**config.mk**
```make
export PLATFORM = sky130hd
export DESIGN_NAME = lptt_order_cell
export DESIGN_NICKNAME = d
export VERILOG_FILES = /design/src/sv/lptt_pkg.sv /design/src/sv/lptt_order_cell.sv
export SDC_FILE = /design/constraint.sdc
export NUM_CORES = 1
export LEC_CHECK = 0
export ABC_AREA = 1
export BUFFER_PORTS_ARGS = -buffer_cell sky130_fd_sc_hd__buf_2
export CAP_MARGIN = 25
export CORE_AREA = 2 2 39 41
export CTS_BUF_LIST = sky130_fd_sc_hd__clkbuf_4
export DETAILED_ROUTE_END_ITERATION = 6
export DIE_AREA = 0 0 41 43
export GPL_TIMING_DRIVEN = 0
export PLACE_DENSITY = 0.75
export SLEW_MARGIN = 0
export SYNTH_ARGS = -nofsm -noshare
export SYNTH_HDL_FRONTEND = slang
export SYNTH_SLANG_ARGS = --single-unit
```
**constraint.sdc**
```tcl
create_clock -name clk -period 1.3 [get_ports clk]
set_clock_uncertainty 0.05 [all_clocks]
set_input_delay 0.065 -clock clk [delete_from_list [all_inputs] [get_ports clk]]
set_output_delay 0.065 -clock clk [all_outputs]
set_load 0.005 [all_outputs]
```
**src/sv/lptt_pkg.sv**
```systemverilog
// lptt_pkg: shared types and constants for the LRU page translation table.
// No dependencies; used by the top module and the match and recency cells by scoped names.

package lptt_pkg;

    // Fixed field widths of the stream items
    localparam int ADDR_W  = 48;
    localparam int UPAGE_W = 36;
    localparam int FUNC_W  = 2;

    // Padded stream widths
    localparam int IN_DATA_W  = 136;
    localparam int OUT_DATA_W = 48;
    localparam int OUT_USER_W = 2;

    // Operation codes carried in the input tuser
    typedef enum logic [FUNC_W-1:0] {
        FN_TRANSLATE = 2'd0,
        FN_MAP       = 2'd1,
        FN_UNMAP     = 2'd2
    } func_t;

    // Sequencer states
    typedef enum logic [1:0] {
        S_IDLE,
        S_LOOK,
        S_LOCATE,
        S_UPDATE
    } state_t;

    // Write controls broadcast to the match cells
    typedef struct packed {
        logic write;    // load page and set mapped at the selected slot
        logic clear;    // clear mapped at the selected slot
    } cam_ctl_t;

    // Controls broadcast to the recency cells
    typedef struct packed {
        logic move;     // remove the slot from its position and put it last
        logic append;   // put the slot at the first unused position
    } ord_ctl_t;

endpackage

```
**src/sv/lptt_order_cell.sv**
```systemverilog
// lptt_order_cell: one position of the recency chain, holding a slot number.
// Shifts toward the least recent end by taking its neighbor's slot. Uses lptt_pkg.

module lptt_order_cell #(
    parameter int SLOT_W = 6,
    parameter int CNT_W  = 7,
    parameter int IDX    = 0
) (
    input  logic              clk,
    input  lptt_pkg::ord_ctl_t ctl,
    input  logic [CNT_W-1:0]  fill,     // positions in use
    input  logic [SLOT_W-1:0] pos,      // position the moved slot leaves
    input  logic [SLOT_W-1:0] slot,     // slot searched for, and slot loaded last
    input  logic [SLOT_W-1:0] next_id,  // slot held by the next position up
    output logic [SLOT_W-1:0] id,
    output logic              match
);

    logic [SLOT_W-1:0] id_reg;
    logic [SLOT_W-1:0] id_next;
    logic              in_use;
    logic              is_last;
    logic              is_free;

    assign in_use  = CNT_W'(IDX) < fill;
    assign is_last = (CNT_W'(IDX) + CNT_W'(1)) == fill;
    assign is_free = CNT_W'(IDX) == fill;

    // Move: positions from pos up to the last in use take their neighbor's slot,
    // the last in use takes the moved slot. Append: the first free one takes it.
    always_comb
    begin
        id_next = id_reg;
        if (ctl.move)
        begin
            if (is_last)
            begin
                id_next = slot;
            end
            else if (in_use && (SLOT_W'(IDX) >= pos))
            begin
                id_next = next_id;
            end
        end
        else if (ctl.append && is_free)
        begin
            id_next = slot;
        end
    end

    always_ff @(posedge clk)
    begin
        id_reg <= id_next;
    end

    assign id    = id_reg;
    assign match = in_use && (id_reg == slot);

endmodule
```
-- Yosys cells after proc, flatten, opt, wreduce, memory -nomap -nowiden
Index checks and enable logic that the tools add are counted.
W data, S select, Z words.
- output and inout bits: 7
- word-level logic and storage cells: 16
- bits in registers: 6
- reductions and logical operators: 6
- muxes and demuxes: 4
- magnitude comparators: 2
- equal/unequal tests: 3
- operators by type and width (operator ; number):
    $mux W6 ; 4
    $eq A1 B7 Y1 const A ; 1
    $logic_not A7 Y1 ; 1
    $lt A1 B7 Y1 const A ; 1
    $eq A6 B6 Y1 ; 1
    $ge A1 B6 Y1 const A ; 1
    $logic_and A1 B1 Y1 ; 3
    $ne A3 B1 Y1 const B ; 1
    $reduce_and A2 Y1 ; 1
    $reduce_bool A2 Y1 ; 1

-- Longest topological paths before layout
- depth in word-level cells: 5
- gate-level depth with buffers: 7
- depth with buffers taken out: 7

-- Worst setup path before layout
No wires, ideal clock.
- kind: input port to flip-flop
- start point: input fill[1]
- end point: register id_reg[0], in the netlist id[0], enable pin
- data required time: 924 ps
- cell stages on the path: 7
- setup time: 326 ps
- buffers on the path: 0
- slack: 232 ps
- arrival time: 692 ps
- cell sequence: inv_1 > nand2_1 > nor2_2 > nand2_4 > nand2_4 > nor2_2 > nor2_2
- word-level cells in the longest chain between the ends: 4
- elaborated cells on any way between the ends: 8
- ends and longest elaborated chain (element ; line ; text):
    start: declaration ; lptt_order_cell.sv:11 ; input logic [CNT_W-1:0] fill,
    $lt A1 B7 Y1 / $logic_not A7 Y1 (equally long branches) ; lptt_order_cell.sv:25, lptt_order_cell.sv:27 ;
    $logic_and A1 B1 Y1, on equally long branches ; lptt_order_cell.sv:40, lptt_order_cell.sv:45 ;
    $ne A3 B1 Y1 (no line) / $reduce_bool A2 Y1 (equally long branches) ; - ;
    $reduce_and A2 Y1 (no line) * ; - ;
    end signal: assignment ; lptt_order_cell.sv:53 ; id_reg <= id_next;
    end: declaration ; lptt_order_cell.sv:19 ; logic [SLOT_W-1:0] id_reg;
Mark *: on every way between the ends. The rest lies on a longest branch, timed or not.
A chain may end at the register's enable or synchronous reset.

-- Worst setup path in the final report
- start point: register id_reg[2], in the netlist id[2]
- end point: output match
- word-level cells in the longest chain between the ends: 2
- ends and longest elaborated chain (element ; line ; text):
    $eq A6 B6 Y1 ; lptt_order_cell.sv:57 ; assign match = in_use && (id_reg == slot);
    $logic_and A1 B1 Y1 ; lptt_order_cell.sv:57 ;
    end: declaration ; lptt_order_cell.sv:16 ; output logic match
Every way passes these cells.

==> results.toml <==
[placement]
dp_worst_setup_slack_ns = 0.00150
gp_congestion = 0.764
io_buffers = 33
numPlacedInstances = 112
hpwl_um = 952

[floorplanning]
die_x_um = 41
start_util = 0.335
core.rowCount = 14
io_pins = 35
dieArea_um2 = 1760
coreArea_um2 = 1380
dieHeight_um = 43

[clock_network]
cts_htree_levels = 1
clockRootBuffer = "clkbuf_4"
cts_made_buffers = 3
hold_buffers = 0
clk_pin_slew_ns = 0.04
cts_tree = "yes"
post_cts.repair.setup_buffers = 0
numClockSinks = 6
max-clock-path-buffers = 2

[critical_path]
slowest_delay_ns = 0.40
crit_type = "reg -> out"
crit_fanout = 2
startpoint = "id[2]"
cp.required_ns = 1.19
cp_cell_sequence = "xor2_1 -> nor2_1 -> nand2_1 -> nor2_1 -> buf_2"
start_kind = "register"
cp_num_buf_inv = 1
end_kind = "primary output"
slowest_stage = "edfxtp_1"
crit_family = "flip-flops"
critical_path_arrival_ns = 1.19
cpMostUsedCell = "nor2_1"

[logic_synthesis]
synth_cell_types = 12
synth_seq_area_share = 0.388
synth_area_um2 = 464
ys_seq_elements = 6
postSynthCellCount = 63
syn_nets = 91
synth_warnings = 0
synth.avg_cell_area_um2 = 7.37

[run_status]
violations = "setup timing"
status = "finished with violations"

[cells_and_area]
instances_no_fill = 115
mostFrequentLayoutCells = "buf_2 (33), nand2_1 (18), nor2_1 (12)"
syn_to_final_growth_pct = 44.7
final_common_cell = "buf_2"
largest_reg_flops = 6
diodes = 0
nNetsFinal = 129
drive_above_1_share = 0.444

[timing]
slew_headroom = 0.797
final.period_utilization = 1.00
setup_ws_ns = -0.00436
hold_violations = 0
fmax_ghz = 0.767
finalSetupViolCount = 1
hold_slack_ns = 0.0711
final_max_slew_viol_count = 0
rsz0062_at_grt = "yes"
fin_crit_ns = 1.30
worstMarginPinSlew_ns = 0.305

[worst_hold_path]
worstHoldPathType = "in -> reg"
hp-start = "slot[3]"

[grt]
grt_pass1_vias = 491
antenna_found_initial = 0
track_usage = 0.157
grt_overflow_total = 0
grt_max_degree = 9
grt_pass1_wl_mm = 1.82

[pwr]
power_density_nw_per_um2 = 817
ir_worst_vdd_uv = 384
power.total_uw = 549
leakagePower_uw = 0.000367

[drt]
wirelength_mm = 1.12
drcViolationCount = 0
num_vias = 504
vias_per_cell = 4.38
drt_iter0_markers = 6
wire_per_inst_um = 9.72
drt_pre_antenna_iters = 4
ant_nets = 0

[flow_run]
cap_viol_max_count = 0
## routing by layer
metal | share of wire | vias up | track usage | wire length, um
li1 | - | 271 | - | -
met1 | 0.40 | 214 | 0.163 | 451
met2 | 0.54 | 19 | 0.256 | 599
met3 | 0.060 | 0 | 0.0314 | 67
met4 | 0 | 0 | 0.120 | 0
met5 | 0 | - | 0 | 0
## synthesized netlist by cell type
library cell | count | area (um2)
nand2_1 | 18 | 67.6
inv_2 | 1 | 3.75
a21oi_1 | 1 | 5.00
xor2_1 | 6 | 52.6
nand3_1 | 7 | 35.0
o21ai_0 | 1 | 5.00
nor2_2 | 4 | 25.0
buf_4 | 1 | 7.51
inv_1 | 4 | 15.0
nand2_4 | 2 | 22.5
nor2_1 | 12 | 45.0
edfxtp_1 | 6 | 180
## logic make-up after synthesis
group | synth area share
simple gates | 0.420
xor+xnor | 0.113
compound gates | 0.0215
flops | 0.388
buf+inv | 0.0566
## area by class of cell
class / instances / area [um2]
Fill cell: 133 / 712
Sequential cell: 6 / 180
Multi-Input combinational cell: 51 / 258
Inverter: 5 / 18.8
Tap cell: 16 / 20.0
Buffer: 1 / 7.51
Timing Repair Buffer: 33 / 165
Clock buffer: 3 / 22.5
## worst min-delay path, delay by kind of cell
kind	cells	cell delay, ns
and+or+nand+nor	2	0.10
buffers and inverters	1	0.09
## metrics by stage
stage / setup TNS [ns] / instance area [um2] / util
detailed placement: 0 / 649 / 0.469
floorplan: 0 / 464 / -
CTS: -0.00774 / 672 / 0.486
global route: -0.0524 / 672 / 0.486
finish: -0.00436 / 672 / 0.486
global placement: 0 / 649 / 0.469
## final timing paths
path	to	slack, ns	depth (start not counted)
setup / recovery	match	-0.004	5
hold / removal	id[3]	0.07	3
## where the power goes
| part | total (uW) | internal, uW | switching, uW |
|---|---|---|---|
| logic | 136 | 69.3 | 66.8 |
| registers | 243 | 233 | 9.29 |
| clock network | 170 | 104 | 66.1 |
## timing repair
action | 4_1_cts | 5_1_grt
endpoints found under the setup margin | 1 | 1
resized for setup | 1 | 0
pin swaps | 1 | 2
Power figures use the tool's default switching activity.
