$ cat src/sv/lptt_pkg.sv
// lptt_pkg: shared types and constants for the LRU page translation table.
// No dependencies; used by the top module and the match and recency cells by scoped names.

package lptt_pkg;

    // Fixed field widths of the stream items
    localparam int ADDR_W  = 48;
    localparam int UPAGE_W = 36;
    localparam int FUNC_W  = 2;

    // Padded stream widths
    localparam int IN_DATA_W  = 136;
    localparam int OUT_DATA_W = 48;
    localparam int OUT_USER_W = 2;

    // Operation codes carried in the input tuser
    typedef enum logic [FUNC_W-1:0] {
        FN_TRANSLATE = 2'd0,
        FN_MAP       = 2'd1,
        FN_UNMAP     = 2'd2
    } func_t;

    // Sequencer states
    typedef enum logic [1:0] {
        S_IDLE,
        S_LOOK,
        S_LOCATE,
        S_UPDATE
    } state_t;

    // Write controls broadcast to the match cells
    typedef struct packed {
        logic write;    // load page and set mapped at the selected slot
        logic clear;    // clear mapped at the selected slot
    } cam_ctl_t;

    // Controls broadcast to the recency cells
    typedef struct packed {
        logic move;     // remove the slot from its position and put it last
        logic append;   // put the slot at the first unused position
    } ord_ctl_t;

endpackage

$ cat src/sv/lptt_cam_cell.sv
// lptt_cam_cell: one slot of the associative store: virtual page and mapped flag.
// Depends on lptt_pkg for the write control struct.

module lptt_cam_cell #(
    parameter int PW     = 36,
    parameter int SLOT_W = 6,
    parameter int IDX    = 0
) (
    input  logic              clk,
    input  logic              rst_n,
    input  lptt_pkg::cam_ctl_t ctl,
    input  logic [SLOT_W-1:0] slot,     // slot addressed by a write or clear
    input  logic [PW-1:0]     wr_page,
    input  logic [PW-1:0]     key,      // page being searched
    output logic              match
);

    logic          sel;
    logic [PW-1:0] page_reg;
    logic          mapped_reg;

    assign sel = (slot == SLOT_W'(IDX));

    // Page storage, written on fill or eviction
    always_ff @(posedge clk)
    begin
        if (ctl.write && sel)
        begin
            page_reg <= wr_page;
        end
    end

    // Mapped flag
    always_ff @(posedge clk or negedge rst_n)
    begin
        if (!rst_n)
        begin
            mapped_reg <= 1'b0;
        end
        else if (sel && ctl.write)
        begin
            mapped_reg <= 1'b1;
        end
        else if (sel && ctl.clear)
        begin
            mapped_reg <= 1'b0;
        end
    end

    assign match = mapped_reg && (page_reg == key);

endmodule

$ cat config.mk
export PLATFORM = sky130hd
export DESIGN_NAME = lptt_cam_cell
export DESIGN_NICKNAME = d
export VERILOG_FILES = /design/src/sv/lptt_pkg.sv /design/src/sv/lptt_cam_cell.sv
export SDC_FILE = /design/constraint.sdc
export NUM_CORES = 1
export LEC_CHECK = 0
export ABC_CLOCK_PERIOD_IN_PS = 1500
export BUFFER_PORTS_ARGS = -buffer_cell sky130_fd_sc_hd__buf_2
export CORE_MARGIN = 1.5
export CORE_UTILIZATION = 44
export CTS_CLUSTER_DIAMETER = 100
export DETAILED_ROUTE_END_ITERATION = 8
export HOLD_SLACK_MARGIN = 0.05
export PLACE_DENSITY = 0.79
export SYNTH_ARGS = -nofsm -noshare
export SYNTH_HDL_FRONTEND = slang
export SYNTH_SLANG_ARGS = --single-unit
$ cat constraint.sdc
create_clock -name clk -period 1.5 [get_ports clk]
set_clock_uncertainty 0.2 [all_clocks]
set_input_delay 0.075 -clock clk [delete_from_list [all_inputs] [get_ports clk]]
set_output_delay 0.075 -clock clk [all_outputs]
set_load 0.005 [all_outputs]
After elaboration in Yosys (flattened, before gate mapping)

Cells that the tools add are included.

Mux-type cells: 2
Eq/ne operators: 1
Reduce and logical (&&, ||, !) cells: 5

Operator list:

| operator           | count |
|---|---|
| 36-bit == test     | 1 |
| 6-bit logical NOT  | 1 |
| 1-bit logical AND  | 3 |
| 1-bit two-way mux  | 2 |
| 2-bit nonzero test | 1 |

Logic and storage cells: 10
Bits in registers: 37
Input bits: 82

Logic depth before layout (Yosys ltp)

Depth in word-level cells: 4
Mapped depth: 4
Gate-level depth less buffers: 4

Worst setup path before layout

No wires, ideal clock.

Path kind: input port to flip-flop
Start point: input port slot[3]
End point: register page_reg[0], enable pin
Cell stages on the path: 3
Setup slack: -0.164 ns
Arrival: 1.116 ns
Setup time: 0.348 ns
Required time: 0.952 ns
Cells stage by stage: or4_4 nor3_2 and2_4

Cells in the longest elaborated chain, start to end: 2

Ends and longest elaborated chain:

| element                | line                | RTL |
|---|---|---|
| start: declaration     | lptt_cam_cell.sv:12 | `input logic [SLOT_W-1:0] slot,` |
| 6-bit logical NOT      | lptt_cam_cell.sv:22 | `assign sel = (slot == SLOT_W'(IDX));` |
| 1-bit logical AND      | lptt_cam_cell.sv:27 | `if (ctl.write && sel)` |
| end signal: assignment | lptt_cam_cell.sv:29 | `page_reg <= wr_page;` |
| end: declaration       | lptt_cam_cell.sv:19 | `logic [PW-1:0] page_reg;` |

No other way between the ends.
A chain may end at the register's enable or synchronous reset.

Worst setup path in the final report

Start point: register page_reg[26]
End point: output port match

Cells in the longest elaborated chain, start to end: 2

Ends and longest elaborated chain:

| element           | line                | RTL |
|---|---|---|
| 36-bit == test    | lptt_cam_cell.sv:50 | `assign match = mapped_reg && (page_reg == key);` |
| 1-bit logical AND | lptt_cam_cell.sv:50 |  |
| end: declaration  | lptt_cam_cell.sv:15 | `output logic match` |

No other way between the ends.

==> impl_metrics.yaml <==
status:
  status: "finished with violations"
  violations: "setup timing"
sta:
  rsz0062_at_grt: "true"
  clock.fmax_ghz: 0.472
  hold_viol: 0
  fin_hold_ws_ps: 86.8
  report.final.slew_viol_count: 0
  min_period_over_period: 1.41
  setup_viol: 32
  fin_crit_ps: 2120
  worst_pin_slew_ps: 290
  relSlewSlack: 0.805
  fin_ws_ps: -618
job:
  maxCapViolations: 0
power_and_ir_drop:
  sw_frac_of_total: 0.220
  irDropWorstVdd_mv: 0.688
  intPower_uw: 1500
  total_power_uw: 1930
  pwr-share-comb: 0.145
  power.share.clock: 0.259
  p_sw_uw: 424
  p_per_area_nw_per_um2: 728
  leakagePower_uw: 0.00111
  seqPwrFrac: 0.596
clocking:
  cts_max_path_buffers: 2
  cts.reportedPaths.clkPinSlew_ps: 130
  cts_buffers: 5
  cts_root_buffer: "clkbuf_4"
  tritoncts: "done"
  insertion_delay_ps: 350
  cts.sinks: 37
  htree_levels: 2
grt:
  grt_pass1_wl_um: 6530
  track_usage: 0.234
  grt_pass1_vias: 1483
  grt_max_degree: 17
  antenna_found_initial: 0
  grt_overflow: 0
worst_setup_path:
  r2r_cells: 1
  critical_path_required_ps: 1220
  startpoint_type: "register"
  crit_path_end_kind: "primary output"
  cp_max_fo: 1
  crit_type: "register to primary output"
  worstPathArrival_ps: 1840
cells_and_area:
  drive_gt1_frac: 0.448
  instances_no_fill: 278
  nNetsFinal: 313
  fin_area_sq_um: 2650
  largest_register_ffs: 36
  n_antenna_cell: 0
  area_delta_synth_final_pct: 70.8
floorplan:
  io_pins: 83
  core_sq_um: 3360
  initial_core_util: 0.461
  die_area_sq_um: 3890
  rows: 21
  die_h_um: 62.4
  die_w_um: 62.4
placement:
  io_buffers: 82
  dpl.hpwl_um: 2470
  dpl.cell_count: 226
  gp_congestion: 0.764
  placed_area_sq_um: 2070
  place_worst_setup_slack_ps: -276
logic_synthesis:
  synth_seq_cells: 37
  synth_fp_nets: 176
  synth.yosys.seq_area_share: 0.713
  avgSynthCellArea_sq_um: 16.5
  netlist_area_sq_um: 1550
  ys_types: 18
  syn_inst: 94
  yosysWarningCount: 0
routing:
  via_per_inst: 4.81
  detail_route.iter0.violations: 27
  postRouteAntennaNets: 0
  firstDrtPassIters: 4
  drc: 0
  wl_per_cell_um: 16.2
  drt-total-wl_um: 4510
  num_vias: 1336
worst_hold_path:
  hold_class: "primary input to register"
  holdPathStages: 6
==> cells in the mapped netlist <==
master | instances | area share
a21o_1 | 1 | 0.0048
and3_1 | 1 | 0.0040
xor2_1 | 31 | 0.17
edfxtp_1 | 36 | 0.70
a22oi_1 | 1 | 0.0048
nor3_2 | 1 | 0.0065
and2_4 | 1 | 0.0056
xnor2_1 | 2 | 0.011
nor3_1 | 1 | 0.0032
nor4_1 | 8 | 0.032
dfrtp_1 | 1 | 0.016
nand2b_1 | 2 | 0.0081
nand4_1 | 2 | 0.0081
inv_1 | 2 | 0.0048
o2111ai_1 | 1 | 0.0056
o21ai_0 | 1 | 0.0032
nand2_1 | 1 | 0.0024
or4_4 | 1 | 0.0073
==> cells in the final DEF, fill, tap and decap left out, types with 2 or more instances in the layout <==
| master | synthesis | final |
|---|---|---|
| nor4_1 | 8 | 3 |
| nand4_1 | 2 | 2 |
| clkbuf_16 | 0 | 2 |
| clkinv_2 | 0 | 2 |
| buf_2 | 0 | 80 |
| xor2_1 | 31 | 31 |
| edfxtp_1 | 36 | 36 |
| buf_12 | 0 | 2 |
| nor4_2 | 0 | 5 |
| clkbuf_4 | 0 | 5 |
| buf_4 | 0 | 2 |
| xnor2_1 | 2 | 2 |
| nand2b_1 | 2 | 2 |
| inv_1 | 2 | 2 |
| buf_6 | 0 | 2 |
| dlygate4sd3_1 | 0 | 42 |
==> cells by family (layout without fill, tap and decap cells) <==
group,Yosys count,after routing,share of synthesized area
DFF,37,37,0.713
xor gates and xnor gates,33,33,0.186
and+or+nand+nor,18,18,0.0774
AOI/OAI and AO/OA,4,4,0.0185
buffers and inverters,2,140,0.00484
==> cell type report <==
| class | instances | area (sq um) |
|---|---|---|
| clock buffers | 5 | 37.5 |
| clock inverters | 3 | 17.5 |
| fillers | 223 | 713 |
| inverters | 2 | 7.51 |
| multi-input cells | 55 | 475 |
| flip-flops and latches | 37 | 1110 |
| well taps | 46 | 57.6 |
| repair buffers | 130 | 948 |
==> routing by layer <==
| layer | share of wire | GRT usage | vias to the layer above |
|---|---|---|---|
| met5 | 0 | 0 | - |
| met4 | 0.048 | 0.150 | 0 |
| met3 | 0.049 | 0.0360 | 20 |
| met2 | 0.61 | 0.505 | 68 |
| met1 | 0.29 | 0.182 | 624 |
| li1 | - | - | 624 |
==> path summary, 6_finish.rpt <==
| kind | startpoint | endpoint | slack, ps |
|---|---|---|---|
| max | page_reg[26] | match | -620 |
| min | slot[4] | mapped_reg | 90 |
| max reg2reg | mapped_reg | mapped_reg | 640 |
| max in group asynchronous | rst_n | mapped_reg | 620 |
| min in group asynchronous | rst_n | mapped_reg | 380 |
| min reg2reg | mapped_reg | mapped_reg | 310 |
==> metrics by stage <==
| step | setup TNS, ps | util |
|---|---|---|
| 2_1_floorplan | -5850 | - |
| 3_3_place_gp | -6360 | 0.617 |
| 3_5_place_dp | -8350 | 0.617 |
| 4_1_cts | -568 | 0.766 |
| 5_1_grt | -2110 | 0.788 |
| 6_report | -1100 | 0.788 |
==> critical path, stage by stage, from the launching register on <==
cell      delay [ps]
edfxtp_1         410
xor2_1           170
nor4_2           330
nand4_1          130
nor4_1           290
buf_2            180
==> timing repair <==
action,in CTS,in global routing
gates cloned,0,2
gates resized for setup,4,4
hold buffers,42,0
endpoints found under the setup margin,1,37
hold endpoints to repair,41,0
pin swaps,5,3
setup buffers,0,1
==> power by group through the flow <==
stage	sequential, uW	combinational (uW)	clock, uW
2_1_floorplan	1170	48.2	0
3_3_place_gp	1170	164	0
3_5_place_dp	1170	171	0
4_1_cts	1150	261	512
5_1_grt	1150	298	554
6_report	1150	279	500
No activity file was read; power rests on OpenSTA's default activity.
