<file path="config.mk">
export PLATFORM = sky130hd
export DESIGN_NAME = lptt_onehot_enc
export DESIGN_NICKNAME = d
export VERILOG_FILES = /design/src/sv/lptt_onehot_enc.sv
export SDC_FILE = /design/constraint.sdc
export NUM_CORES = 1
export LEC_CHECK = 0
export ABC_AREA = 1
export BUFFER_PORTS_ARGS = -buffer_cell sky130_fd_sc_hd__buf_2
export CAP_MARGIN = 30
export CORE_MARGIN = 4
export CORE_UTILIZATION = 35
export DETAILED_ROUTE_END_ITERATION = 16
export GPL_TIMING_DRIVEN = 0
export PLACE_DENSITY = 0.82
export SYNTH_ARGS = -nofsm -noshare
export SYNTH_HDL_FRONTEND = slang
export SYNTH_SLANG_ARGS = --single-unit
</file>
<file path="constraint.sdc">
create_clock -name vclk -period 0.8
set_input_delay 0.04 -clock vclk [all_inputs]
set_output_delay 0.04 -clock vclk [all_outputs]
set_load 0.005 [all_outputs]
</file>
<file path="src/sv/lptt_onehot_enc.sv">
// lptt_onehot_enc: one-hot to binary index encoder (OR tree).
// No dependencies.

module lptt_onehot_enc #(
    parameter int N = 64,
    parameter int W = 6
) (
    input  logic [N-1:0] onehot,
    output logic [W-1:0] idx
);

    // Each set bit ORs its own index in; at most one bit is set
    always_comb
    begin
        idx = '0;
        for (int i = 0; i < N; i++)
        begin
            if (onehot[i])
            begin
                idx = idx | W'(i);
            end
        end
    end

endmodule

</file>
* Word level (Yosys, flattened, before mapping)
Cells that the tools add are included.
Cells by class: muxes and demuxes 63
Operators by type and width (count):
- 2-to-1 mux 6 bit | 32
- 2-to-1 mux 5 bit | 16
- 2-to-1 mux 4 bit | 8
- 2-to-1 mux 3 bit | 4
- 2-to-1 mux 2 bit | 2
- 2-to-1 mux 1 bit | 1
Storage, ports and cells: bits in registers 0, output and inout port bits 6, logic and storage cells 63

* Depth between registers and ports, before layout
Gate-level depths: netlist of the first run.
depth after elaboration 63, mapped depth 6, mapped depth without buffers 6

* Worst setup path after synthesis of the first run
OpenSTA, ideal clock, no wires.
kind in2out, from input port onehot[47], to output port idx[0], data arrival time 460 ps, data required time 760 ps, slack 300 ps, stages on the path 6, path buffers 0, path through inv_1 -> nand2_2 -> nor2_4 -> nand2_2 -> nor2_1 -> nand2_1
Between the ends: cells in the longest elaborated chain, start to end 17
Ends and longest elaborated chain:
- start, declared | RTL line 8 | input logic [N-1:0] onehot,
- 2-to-1 mux 6 bit (17 in a row) | RTL line 18 | if (onehot[i])
- end, declared | RTL line 9 | output logic [W-1:0] idx
Every way passes these cells.

* Worst setup path after layout of the first run
from input port onehot[61], to output port idx[5]
Between the ends: cells in the longest elaborated chain, start to end 3
Ends and longest elaborated chain (RTL line):
- 2-to-1 mux 6 bit (3 in a row) | 18
Every way passes these cells.

==> flow_metrics.py, run 1 <==
metrics = {
    "run_status": {
        "status": "complete, no violations",
    },
    "worst_setup_path": {
        "critPathMaxStageDelay_ns": 0.13,
        "required_ns": 0.76,
        "path_cells": "buf_6 > inv_2 > nand2_4 > nor2_4 > nand2_2 > nor2_1 > nand2_1 > buf_2",
        "cp_slowest_cell": "buf_2",
        "worstPathArrival_ns": 0.73,
        "crit_type": "input port to output port",
        "critical_path.endpoint_type": "output port",
        "setup.worst_path.start_class": "input port",
        "critPathMaxFanout": 2,
    },
    "layout": {
        "drive_gt1_frac": 0.653,
        "diodes": 0,
        "seqCellArea_um2": 0,
        "num-fill-cells": 165,
        "seq_cells": 0,
        "syn2layout_area_growth_pct": 105,
        "finalNetCount": 314,
        "nClkBuffers": 0,
        "finalInstanceArea_um2": 1450,
    },
    "timing": {
        "timing.hold.ws_ns": 0.439,
        "slew_headroom": 0.922,
        "finalHoldViolations": 0,
        "final.setup.tns_ns": 0,
        "setup_violations": 0,
        "post-route-period-util": 0.957,
        "maxSlewViolCount": 0,
        "finalCriticalPeriod_ns": 0.765,
        "rsz0062_at_grt": "true",
        "fmax_mhz": 1310,
        "tightest_slew_ns": 0.117,
        "worst_slack_ns": 0.0348,
    },
    "detailed_routing": {
        "via_per_inst": 4.30,
        "via_count": 1183,
        "wl_mm": 2.80,
        "final_antenna_net_count": 0,
        "first_iter_violations": 24,
        "wl_per_cell_um": 10.2,
        "dr.pass1.iters": 4,
        "drc": 0,
    },
    "global_routing": {
        "antenna_found_initial": 0,
        "grtUsageTotal": 0.154,
        "grt_max_degree": 4,
        "grt_pass1_wl_mm": 3.48,
        "grt_overflow": 0,
        "grt_pass1_vias": 972,
    },
    "placement": {
        "gp_congestion": 0.832,
        "dp_slack_ns": -0.0128,
        "port-buffer-count": 69,
        "dpl-instance-area_um2": 1090,
        "dpl.hpwl_mm": 2.06,
    },
    "die": {
        "std_cell_rows": 16,
        "die-area_um2": 2810,
        "die_h_um": 53.0,
        "core-area_um2": 1940,
        "pin_count": 70,
        "start_util": 0.365,
        "die_w_um": 53.0,
    },
    "synth": {
        "synth_area_um2": 709,
        "synth.distinct_cells": 10,
        "syn_nets": 243,
        "synthCells": 179,
        "yosysSeqAreaShare": 0,
        "synth_warnings": 0,
        "syn_avg_cell_area_um2": 3.96,
    },
    "pwr": {
        "pwr_density_cell_nw_per_um2": 390,
        "ir_worst_vdd_mv": 0.271,
        "total_leakage_power_nw": 0.796,
    },
    "worst_hold_path": {
        "holdPathStages": 6,
        "hold_class": "input port to output port",
        "worstHoldEndpoint": "idx[1]",
        "min_from": "onehot[2]",
    },
    "run": {
        "max-cap-violations": 0,
    },
    "clock_network": {
        "post_cts_buffers": 0,
    },
}
==> logic make-up (layout without fill, tap and decap cells) <==
| logic type | after synthesis | in the layout | synth area share |
|---|---|---|---|
| and+or+nand+nor | 122 | 122 | 0.698 |
| buffers and inverters | 57 | 126 | 0.302 |
==> layout by cell type (no fill, tap or decap) <==
master,synthesis,routed
nor2_4,1,8
nor2_2,3,16
inv_2,17,33
clkinv_1,2,1
nand2_2,5,17
buf_2,0,45
inv_4,0,7
nand4_1,2,2
and2_4,0,2
nor2_1,50,30
nand2_1,59,37
buf_6,0,24
nand2_4,0,10
inv_1,38,16
==> per-stage QoR <==
step / utilization / instances / power [mW]
6_report: 0.747 / 275 / 0.567
5_1_grt: 0.747 / 275 / 0.620
4_1_cts: 0.562 / 275 / 0.358
3_5_place_dp: 0.561 / 275 / 0.355
3_3_place_gp: 0.561 / 275 / 0.349
2_1_floorplan: - / 179 / 0.165
==> synth_stat cells <==
cell type | count | area (um^2)
nand2_1 | 59 | 221
nor2_1 | 50 | 188
inv_1 | 38 | 143
inv_2 | 17 | 63.8
nand2_2 | 5 | 31.3
nor2_2 | 3 | 18.8
and2_1 | 2 | 12.5
clkinv_1 | 2 | 7.51
nand4_1 | 2 | 12.5
nor2_4 | 1 | 11.3
==> critical path: cells and delay by family <==
kind,cells,cell delay (ns)
AND/OR/NAND/NOR,5,0.40
buffers and inverters,3,0.29
==> where the power goes <==
part,total (mW),leakage [nW],internal (mW),switching [mW]
logic,0.567,0.796,0.288,0.278
registers,0,0,0,0
clock network,0,0,0,0
==> how the worst max path moves through the flow <==
| stage | startpoint | endpoint | cells past startpoint |
|---|---|---|---|
| 5_1_grt | onehot[25] | idx[0] | 8 |
| 4_1_cts | onehot[43] | idx[0] | 8 |
| 2_1_floorplan | onehot[47] | idx[0] | 6 |
| 6_report | onehot[61] | idx[5] | 8 |
| 3_5_place_dp | onehot[59] | idx[5] | 8 |
| 3_3_place_gp | onehot[59] | idx[5] | 8 |
==> final cells by class <==
type | count | area, um^2 | share of cell area
inverters | 57 | 231 | 0.159
multi-input cells | 122 | 691 | 0.476
well taps | 27 | 33.8 | 0.0233
repair buffers | 69 | 495 | 0.341
==> timing repair <==
item / CTS / global route
hold buffers: 0 / 0
resized for setup: 1 / 114
pin swaps: 0 / 74
endpoints found under the setup margin: 2 / 6
==> per-layer routing <==
| layer | GRT usage | vias to the layer above | wire length (um) |
|---|---|---|---|
| li1 | - | 625 | - |
| met1 | 0.193 | 513 | 1040 |
| met2 | 0.289 | 43 | 1560 |
| met3 | 0.0169 | 2 | 187 |
| met4 | 0.00851 | 0 | 8 |
| met5 | 0 | - | 0 |
No activity file was read; power rests on OpenSTA's default activity.
==> run 2, diff against run 1 <==
==> constraint.sdc (replaced) <==
create_clock -name vclk -period 0.8
set_input_delay 0.04 -clock vclk [all_inputs]
set_output_delay 0.04 -clock vclk [all_outputs]
set_load 0.01 [all_outputs]
==> flow_metrics.py, run 2 (synthesis gave the netlist of run 1 again) <==
metrics = {
    "worst_setup_path": {
        "critical_path.endpoint_type": "output port",
        "cp_num_cells": 8,
        "cp_slowest_cell": "buf_2",
        "worstPathArrival_ns": 0.75,
        "required_ns": 0.76,
        "cp_top_family": "simple AND/OR/NAND/NOR gates",
        "critPathMaxFanout": 2,
        "critPathMaxStageDelay_ns": 0.13,
        "crit_type": "input port to output port",
        "setup.worst_path.start_class": "input port",
        "path_cells": "buf_2 > inv_1 > nand2_2 > nor2_1 > nand2_1 > nor2_1 > nand2_1 > buf_2",
        "cp-startpoint": "onehot[48]",
        "cp.buffers_inverters": 3,
    },
    "detailed_routing": {
        "first_iter_violations": 19,
        "via_count": 1183,
        "final_antenna_net_count": 0,
        "wl_per_cell_um": 10.6,
        "drc": 0,
        "via_per_inst": 4.30,
        "dr.pass1.iters": 4,
        "wl_mm": 2.91,
    },
    "global_routing": {
        "grt_max_degree": 4,
        "grt_pass1_wl_mm": 3.48,
        "antenna_found_initial": 0,
        "grt_overflow": 0,
        "grtUsageTotal": 0.154,
        "grt_pass1_vias": 972,
    },
    "pwr": {
        "pwr_density_cell_nw_per_um2": 396,
        "internal-power_uw": 319,
        "p_switching_uw": 293,
        "total_leakage_power_nw": 0.828,
        "combPwrFrac": 1.000,
        "pwr-share-clk": 0,
        "p_sw_frac": 0.478,
        "ir_worst_vdd_mv": 0.289,
        "seq_power_share": 0,
    },
    "run": {
        "max-cap-violations": 0,
    },
    "die": {
        "die_h_um": 53.0,
        "std_cell_rows": 16,
        "die-area_um2": 2810,
        "core-area_um2": 1940,
        "start_util": 0.365,
        "pin_count": 70,
        "die_w_um": 53.0,
    },
    "timing": {
        "rsz0062_at_grt": "true",
        "maxSlewViolCount": 0,
        "worst_slack_ns": 0.0145,
        "post-route-period-util": 0.982,
        "finalHoldViolations": 0,
        "finalCriticalPeriod_ns": 0.786,
        "slew_headroom": 0.923,
        "tightest_slew_ns": 0.115,
        "fmax_mhz": 1270,
        "setup_violations": 0,
    },
    "layout": {
        "syn2layout_area_growth_pct": 118,
        "finalInstanceArea_um2": 1540,
        "seqCellArea_um2": 0,
        "seq_cells": 0,
        "drive_gt1_frac": 0.657,
        "diodes": 0,
        "num-fill-cells": 143,
        "final_common_cell": "nand2_1",
        "finalNetCount": 314,
        "most-common-layout-cells": "36 x nand2_1, 35 x buf_2, 34 x buf_6",
        "nClkBuffers": 0,
    },
    "worst_hold_path": {
        "hold_class": "input port to output port",
        "holdPathStages": 6,
        "min_from": "onehot[2]",
    },
    "run_status": {
        "status": "complete, no violations",
    },
    "placement": {
        "dpl-instance-area_um2": 1090,
        "dp_slack_ns": -0.0255,
        "dpl.hpwl_mm": 2.06,
        "gp_congestion": 0.832,
        "port-buffer-count": 69,
    },
    "clock_network": {
        "post_cts_buffers": 0,
    },
}
## run 2: cell count changes in the layout (fill, tap and decap cells not counted), moves of 2 or more
| cell | previous run | this run |
|---|---|---|
| buf_2 | 45 | 35 |
| buf_6 | 24 | 34 |
| inv_2 | 33 | 28 |
| inv_4 | 7 | 12 |
| nor2_2 | 16 | 14 |
| nor2_4 | 8 | 10 |
## run 2: metrics by stage
step | setup TNS, ns | cells | power (mW) | utilization | hold WS [ns]
3_3_place_gp | 0 | 275 | 0.349 | 0.561 | 0.449
5_1_grt | -0.158 | 275 | 0.665 | 0.795 | 0.492
3_5_place_dp | -0.0377 | 275 | 0.355 | 0.561 | 0.451
6_report | 0 | 275 | 0.612 | 0.795 | 0.458
2_1_floorplan | 0 | 179 | 0.165 | - | 0.272
4_1_cts | 0 | 275 | 0.358 | 0.562 | 0.451
## run 2: final timing paths
kind	endpoint	slack, ns
max	idx[4]	0.01
min	idx[1]	0.46
## run 2: power by group through the flow
stage               Sequential (mW)  Clock [mW]  Combinational [mW]
floorplan                         0           0               0.165
global placement                  0           0               0.349
global route                      0           0               0.665
CTS                               0           0               0.358
detailed placement                0           0               0.355
finish                            0           0               0.612
## run 2: cell type report
cell class | count | area [um^2] | area share
inverter | 57 | 244 | 0.158
multi-input combinational | 122 | 708 | 0.459
tap | 27 | 33.8 | 0.0219
timing repair buffer | 69 | 558 | 0.361
## run 2: tightest hold or removal path: cells and delay by family
| family | cells | cell delay [ns] |
|---|---|---|
| buffers and inverters | 2 | 0.19 |
| AND/OR/NAND/NOR | 4 | 0.18 |
## run 2: routing by layer
layer	up-vias	share of wire	wire length, um	global-route usage
li1	627	-	-	-
met1	513	0.35	1020	0.193
met2	41	0.58	1680	0.289
met3	2	0.067	196	0.0169
met4	0	0.0028	8	0.00851
met5	-	0	0	0
## run 2: timing repair
| item | CTS | global route |
|---|---|---|
| pin swaps | 1 | 75 |
| hold buffers | 0 | 0 |
| cloned | 0 | 0 |
| gates resized for setup | 1 | 133 |
| setup endpoints to repair | 3 | 6 |
